===== src/hdl/skvt_pkg.sv =====
`timescale 1ns / 1ps
// ----------------------------------------------------------------------------
// skvt_pkg
// types and constants shared by the sorted key/value table
// ----------------------------------------------------------------------------
package skvt_pkg;

    localparam int DEPTH      = 256;
    localparam int KEY_BITS   = 32;
    localparam int VALUE_BITS = 32;
    localparam int ADDR_BITS  = $clog2(DEPTH);
    localparam int CNT_BITS   = $clog2(DEPTH + 1);

    typedef enum logic [2:0] {
        KIND_LOOKUP    = 3'd0,
        KIND_ADD       = 3'd1,
        KIND_ASSIGN    = 3'd2,
        KIND_CHANGE    = 3'd3,
        KIND_TAKE      = 3'd4,
        KIND_DELETE_AT = 3'd5,
        KIND_READ_AT   = 3'd6,
        KIND_WRITE_AT  = 3'd7
    } kind_t;

    localparam logic [2:0] ST_OK        = 3'd0;
    localparam logic [2:0] ST_NOT_FOUND = 3'd1;
    localparam logic [2:0] ST_EXISTS    = 3'd2;
    localparam logic [2:0] ST_FULL      = 3'd3;
    localparam logic [2:0] ST_BAD_INDEX = 3'd4;

    typedef struct packed {
        logic [2:0]  kind;
        logic [31:0] key;
        logic [31:0] value;
        logic [7:0]  index;
    } req_t;

    typedef struct packed {
        logic [2:0]  status;
        logic [7:0]  position;
        logic [31:0] key_out;
        logic [31:0] value_out;
        logic [8:0]  entries;
    } rsp_t;

    // datapath commands from the controller
    typedef struct packed {
        logic load;      // capture request
        logic srch_init; // start binary search
        logic srch_step; // take one search compare
        logic rd_pos;    // read entry at pos
        logic capture;   // hold entry read at pos
        logic shift_rd;  // read neighbor for a shift
        logic shift_wr;  // write shifted entry
        logic wr_val;    // write value at pos
        logic wr_new;    // write new key and value at pos
        logic cnt_inc;
        logic cnt_dec;
        logic respond;
        logic up;        // shift direction for insert
    } cmd_t;

    typedef struct packed {
        logic srch_done;
        logic srch_wait;
        logic hit;
        logic full;
        logic idx_bad;
        logic shift_done;
    } sts_t;

endpackage


===== src/hdl/skvt_ctrl.sv =====
`timescale 1ns / 1ps
// ----------------------------------------------------------------------------
// skvt_ctrl
// request sequencer: search, read, shift, write, respond
// ----------------------------------------------------------------------------
module skvt_ctrl (
    input  logic           clk,
    input  logic           rst_n,
    input  logic           start,
    input  logic [2:0]     kind,
    input  skvt_pkg::sts_t sts,
    output skvt_pkg::cmd_t cmd,
    output logic           busy,
    output logic           done
);
    import skvt_pkg::*;

    typedef enum logic [3:0] {
        S_IDLE, S_INIT, S_SRCH, S_RD, S_HOLD, S_DECIDE,
        S_SH_RD, S_SH_WAIT, S_SH_WR, S_WR_NEW, S_RESP
    } state_t;

    state_t state_reg;
    logic   done_reg;
    logic   insert_reg;
    logic   is_index;
    logic   want_ins;

    assign is_index = (kind == KIND_DELETE_AT) || (kind == KIND_READ_AT)
                      || (kind == KIND_WRITE_AT);
    assign want_ins = (kind == KIND_ADD) || (kind == KIND_ASSIGN);

    always_comb
    begin
        cmd      = '0;
        cmd.up   = insert_reg;
        unique case (state_reg)
            S_IDLE:    cmd.load = start;
            S_INIT:    cmd.srch_init = 1'b1;
            S_SRCH:    cmd.srch_step = !sts.srch_done && !sts.srch_wait;
            S_RD:
            begin
                cmd.rd_pos = 1'b1;
                cmd.up     = want_ins;
            end
            S_HOLD:    cmd.capture = 1'b1;
            S_DECIDE:  cmd.respond = 1'b1;
            S_SH_RD:   cmd.shift_rd = 1'b1;
            S_SH_WAIT: cmd.shift_rd = 1'b1;
            S_SH_WR:   cmd.shift_wr = 1'b1;
            S_WR_NEW:
            begin
                cmd.wr_new  = 1'b1;
                cmd.cnt_inc = 1'b1;
            end
            S_RESP:    cmd.cnt_dec = !insert_reg;
            default:   cmd = '0;
        endcase
        if (state_reg == S_DECIDE)
        begin
            if (is_index && !sts.idx_bad && (kind == KIND_WRITE_AT))
            begin
                cmd.wr_val = 1'b1;
            end
            if (!is_index && sts.hit
                && ((kind == KIND_ASSIGN) || (kind == KIND_CHANGE)))
            begin
                cmd.wr_val = 1'b1;
            end
        end
    end

    // the shift path raises done on leaving S_RESP, as the count is updated (take, delete) or after it (insert)
    always_ff @(posedge clk or negedge rst_n)
    begin
        if (!rst_n)
        begin
            state_reg  <= S_IDLE;
            done_reg   <= 1'b0;
            insert_reg <= 1'b0;
        end
        else
        begin
            done_reg <= 1'b0;
            unique case (state_reg)
                S_IDLE:
                begin
                    if (start)
                    begin
                        state_reg <= S_INIT;
                    end
                end
                S_INIT:
                begin
                    state_reg <= is_index ? S_RD : S_SRCH;
                end
                S_SRCH:
                begin
                    if (sts.srch_done)
                    begin
                        state_reg <= S_RD;
                    end
                end
                S_RD:      state_reg <= S_HOLD;
                S_HOLD:    state_reg <= S_DECIDE;
                S_DECIDE:
                begin
                    priority if (is_index ? (!sts.idx_bad && kind == KIND_DELETE_AT)
                                          : (sts.hit && kind == KIND_TAKE))
                    begin
                        insert_reg <= 1'b0;
                        state_reg  <= S_SH_RD;
                    end
                    else if (!is_index && !sts.hit && want_ins && !sts.full)
                    begin
                        insert_reg <= 1'b1;
                        state_reg  <= S_SH_RD;
                    end
                    else
                    begin
                        done_reg  <= 1'b1;
                        state_reg <= S_IDLE;
                    end
                end
                S_SH_RD:
                begin
                    state_reg <= sts.shift_done ? (insert_reg ? S_WR_NEW : S_RESP)
                                                : S_SH_WAIT;
                end
                S_SH_WAIT: state_reg <= S_SH_WR;
                S_SH_WR:   state_reg <= S_SH_RD;
                S_WR_NEW:  state_reg <= S_RESP;
                S_RESP:
                begin
                    done_reg  <= 1'b1;
                    state_reg <= S_IDLE;
                end
                default:   state_reg <= S_IDLE;
            endcase
        end
    end

    assign busy = (state_reg != S_IDLE);
    assign done = done_reg;

`ifndef SYNTH
    a_done_pulse: assert property (@(posedge clk) disable iff (!rst_n)
        done |=> !done) else $error("done longer than one cycle");
    a_done_idle: assert property (@(posedge clk) disable iff (!rst_n)
        done |-> !busy) else $error("done while busy");
    a_one_write: assert property (@(posedge clk) disable iff (!rst_n)
        $countones({cmd.shift_wr, cmd.wr_new, cmd.wr_val}) <= 1)
        else $error("two store writes in one cycle");
`endif
endmodule


===== config.mk =====
export PLATFORM = sky130hd
export DESIGN_NAME = skvt_ctrl
export DESIGN_NICKNAME = d
export VERILOG_FILES = /design/src/hdl/skvt_pkg.sv /design/src/hdl/skvt_ctrl.sv
export SDC_FILE = /design/constraint.sdc
export NUM_CORES = 1
export LEC_CHECK = 0
export BUFFER_PORTS_ARGS = -buffer_cell sky130_fd_sc_hd__buf_2
export CAP_MARGIN = 40
export CORE_MARGIN = 2
export CORE_UTILIZATION = 23
export CTS_CLUSTER_SIZE = 28
export DETAILED_ROUTE_END_ITERATION = 6
export PLACE_DENSITY = 0.52
export SYNTH_ARGS = -nofsm -noshare
export SYNTH_HDL_FRONTEND = slang
export SYNTH_SLANG_ARGS = --single-unit
export TNS_END_PERCENT = 10

===== constraint.sdc =====
create_clock -name clk -period 2.52 [get_ports clk]
set_input_delay 0.378 -clock clk [delete_from_list [all_inputs] [get_ports clk]]
set_output_delay 0.378 -clock clk [all_outputs]
set_load 0.005 [all_outputs]

# Word level (Yosys, flattened, before mapping)
# Index checks and enable logic that the tools add are counted.
word_totals:
  output_inout_bits: 15
  ff_bits: 6
  input_bits: 12
  elab_cells: 78
op_classes:
  n_reduce_logical: 28
  muxes: 28
  n_eq_ne: 19
op_table:
  columns: ["operator", "count"]
  rows:
  - ["4-bit one-hot mux with 10 select lines", 1]
  - ["1-bit 2-to-1 mux", 18]
  - ["4-bit by 3-bit == test with 1-bit output (second input constant)", 4]
  - ["3-bit == test (second input constant)", 4]
  - ["4-bit == test (second input constant)", 3]
  - ["4-bit 2-to-1 mux", 3]
  - ["1-bit logical AND", 10]
  - ["10-bit OR reduction", 1]
  - ["4-bit by 2-bit == test with 1-bit output (second input constant)", 2]
  - ["1-bit zero test", 7]
  - ["3-bit by 2-bit == test with 1-bit output (second input constant)", 2]
  - ["3-bit 2-to-1 mux", 2]
  - ["4-bit by 1-bit == test with 1-bit output (second input constant)", 1]
  - ["4-bit zero test", 1]
  - ["1-bit logical OR", 4]
  - ["2-bit 2-to-1 mux", 2]
  - ["2-bit != test (second input constant)", 2]
  - ["1-bit one-hot mux with 2 select lines", 2]
  - ["2-bit AND reduction", 2]
  - ["4-bit nonzero test", 1]
  - ["3-bit by 1-bit == test with 1-bit output (second input constant)", 1]
  - ["2-bit nonzero test", 1]
  - ["2-bit OR reduction", 1]

# Depth between registers and ports, before layout
depth:
  word_depth: 10
  mapped_depth: 5
  depth_no_buf: 4

# Worst setup path before layout
# No wires, ideal clock.
synth_path:
  path_kind: "reg-to-output"
  start: "register state_reg[2]"
  end: "output port cmd[0] in the netlist's numbering"
  path_buffers: 1
  path_stages_with_launch: 5
  t_required_ns: 2.142
  slack_ns: 1.012
  arrival_ns: 1.130
  path_cell_list: "dfrtp_1 clkbuf_1 nor2_1 nand3_1 o31ai_1"
synth_lines:
  columns: ["item", "line_no", "source"]
  rows:
  - ["from (decl)", "skvt_ctrl.sv:23", "state_t state_reg;"]
  - ["from (signal assigned)", "skvt_ctrl.sv:95", "state_reg <= is_index ? S_RD : S_SRCH;"]
  - ["from (signal assigned)", "skvt_ctrl.sv:127", "state_reg <= sts.shift_done ? (insert_reg ? S_WR_NEW : S_RESP)"]
  - ["to (decl)", "skvt_ctrl.sv:12", "output skvt_pkg::cmd_t cmd,"]

==> out/metrics.yaml <==
run_status:
  status: "completed"
setup_path:
  cp_top_family: "flip-flops"
  critPathMaxFanout: 11
  path_class: "reg2out"
  critical-path-slowest-cell: "dfrtp_1"
  critPathLaunchType: "register"
  arrival_ps: 1540
  cp_cell_sequence: "nor2_1, nand3_1, o31ai_1, buf_2"
  worst-path-buf-inv: 1
  cpPeakStageDelay_ps: 480
  crit_path_end_kind: "output port"
  required_ps: 2140
global_route:
  grt_pass1_wl_um: 2430
  met2_usage_pct: 19.0
  track_usage_pct: 12.6
  met1_usage_pct: 15.3
  grt_max_degree: 13
  grt_pass1_vias: 549
  use_met3_pct: 3.43
  overflow: 0
  antenna_found_initial: 0
  busiest_layer: "met2"
cts:
  cts_tree: "built"
  cts_buffers: 3
  cts.sinks: 6
  hold_buffers: 1
  cts_resized: 0
  path_clk_slew_ps: 40
  cts_htree_levels: 1
  post_cts_buffers: 0
  clock-root-buffer: "clkbuf_4"
  clk_latency_ps: 250
  clock_path_buffers: 2
pwr:
  power_frac_comb_pct: 52.5
  p_seq_share_pct: 33.5
  powerDensity_nw_per_um2: 897
  power_leakage_nw: 0.353
  switchingPower_mw: 0.293
  p_int_mw: 0.353
  p_sw_share_pct: 45.4
  power.total_mw: 0.646
  vdd_ir_drop_max_mv: 0.270
  clockPowerShare_pct: 13.9
placed_design:
  dpl.hpwl_um: 1200
  portBuffers: 26
  gp_congestion: 0.816
routing:
  viasPerCell: 4.95
  drc_errors: 0
  drt_wl_total_um: 1500
  drtAntennaViolNets: 0
  avgRoutedWirePerCell_um: 12.3
  drt_pass1_iterations: 4
  vias: 604
  drt-initial-drc-count: 14
floorplanning:
  rows: 17
  die_h_um: 52.8
  die_x_um: 52.8
  core_area_sq_um: 2230
  die-area_sq_um: 2790
  initial_core_util_pct: 24.5
  pin_count: 27
layout:
  area_growth_pct: 31.3
  final_common_cell: "buf_2"
  nets: 108
  final_core_util_pct: 32.2
  n_antenna_cell: 0
  largest_reg_flops: 4
  final_cell_mix: "buf_2, nor2_1, nor3_1, dfrtp_1"
  fill_cells: 264
  layout-drive-gt1-share_pct: 39.4
yosys:
  synth.yosys.warnings: 0
  ys_seq_area_share_pct: 27.4
  synth_nets: 81
  syn_area_per_cell_sq_um: 7.94
  syn-cell-area_sq_um: 548
  synth_cells: 69
  synth_seq_cells: 6
  synth_cell_type_count: 33
sta:
  timing.fmax_ghz: 0.522
  relSlewSlack_pct: 76.1
  fin_crit_ps: 1920
  finalMaxSlewViolations: 0
  timing.final.crit_share_pct: 76.1
  rsz0062_at_grt: "no"
  tns_ps: 0
  fin_worst_skew_ps: 0.549
  setup_viol: 0
  hold_violations: 0
  worst_pin_slew_ps: 358
run:
  cap_violations: 0
hold_path:
  hold_path.class: "in2reg"
==> synth_stat cells (all sizes together) <==
cell / count / area (sq um)
nand3b: 1 / 7.51
nor3: 6 / 30.0
nand4b: 1 / 8.76
o21ai: 2 / 13.8
nand2b: 5 / 36.3
a31oi: 1 / 6.26
o211ai: 1 / 7.51
a311oi: 1 / 26.3
nor4b: 1 / 8.76
nand4: 1 / 6.26
nor2: 9 / 41.3
a22o: 1 / 8.76
and3: 2 / 12.5
o2bb2ai: 1 / 8.76
nand3: 2 / 10.0
xnor2: 1 / 8.76
buf: 2 / 15.0
or3: 1 / 11.3
inv: 5 / 18.8
o22ai: 3 / 18.8
or2b: 1 / 7.51
nand2: 5 / 18.8
o2111a: 1 / 11.3
o21a: 1 / 7.51
a21oi: 3 / 18.8
and4: 1 / 10.0
dfrtp: 6 / 150
clkbuf: 3 / 11.3
o31ai: 1 / 7.51
==> cells by family (layout without fill, tap and decap cells) <==
kind of cell	count (synthesis)	count (layout)	share of synthesized area, %
AND/OR/NAND/NOR	36	36	38.1
AO/OA/AOI/OAI	16	16	24.7
buffers and inverters	10	35	8.22
flip-flops	6	6	27.4
XOR/XNOR	1	1	1.60
==> power groups by stage <==
stage                     sequential (mW)  clock, mW  combinational, mW
after floorplan                     0.160          0              0.278
after global placement              0.214          0              0.346
after detailed placement            0.215          0              0.343
after CTS                           0.216     0.0929              0.345
after global routing                0.227      0.104              0.388
final                               0.217     0.0899              0.339
==> routing by layer <==
metal | part of all wire [%] | vias up | wire length (um)
met3 | 6.1 | 5 | 91
li1 | - | 300 | -
met1 | 45 | 274 | 682
met4 | 2.9 | 0 | 43
met2 | 46 | 25 | 684
met5 | 0 | - | 0
==> worst min-delay path: stages <==
cell and delay, ps:
buf_2 100, nor2_1 40, o22ai_1 110
==> worst paths after layout <==
check	start	to	slack, ps	depth (start not counted)
min in group asynchronous	rst_n	insert_reg$_DFFE_PN0P_	480	2
max in group asynchronous	rst_n	state_reg[0]$_DFFE_PN0P_	1900	2
worst min-delay path	sts[0]	state_reg[3]$_DFFE_PN0P_	430	3
worst max-delay path	state_reg[2]$_DFFE_PN0P_	cmd[0]	600	4
worst max register to register	state_reg[1]$_DFFE_PN0P_	state_reg[0]$_DFFE_PN0P_	1040	4
worst min register to register	insert_reg$_DFFE_PN0P_	insert_reg$_DFFE_PN0P_	610	2
==> through the flow <==
stage	hold WS [ps]	area [sq um]	setup WS, ps	cells
floorplan	82.4	548	1010	69
global placement	204	687	917	118
detailed placement	211	687	872	118
CTS	438	719	593	122
global route	457	719	390	122
finish	430	719	603	122
==> final cells by class <==
type                    instances  area (sq um)  share of cell area, %
repair buffers                 27           140                   19.5
flip-flops and latches          6           150                   20.9
clock buffers                   3          22.5                   3.13
well taps                      28          35.0                   4.87
inverters                       5          18.8                   2.61
multi-input cells              53           353                   49.0
No activity file was read; power rests on OpenSTA's default activity.
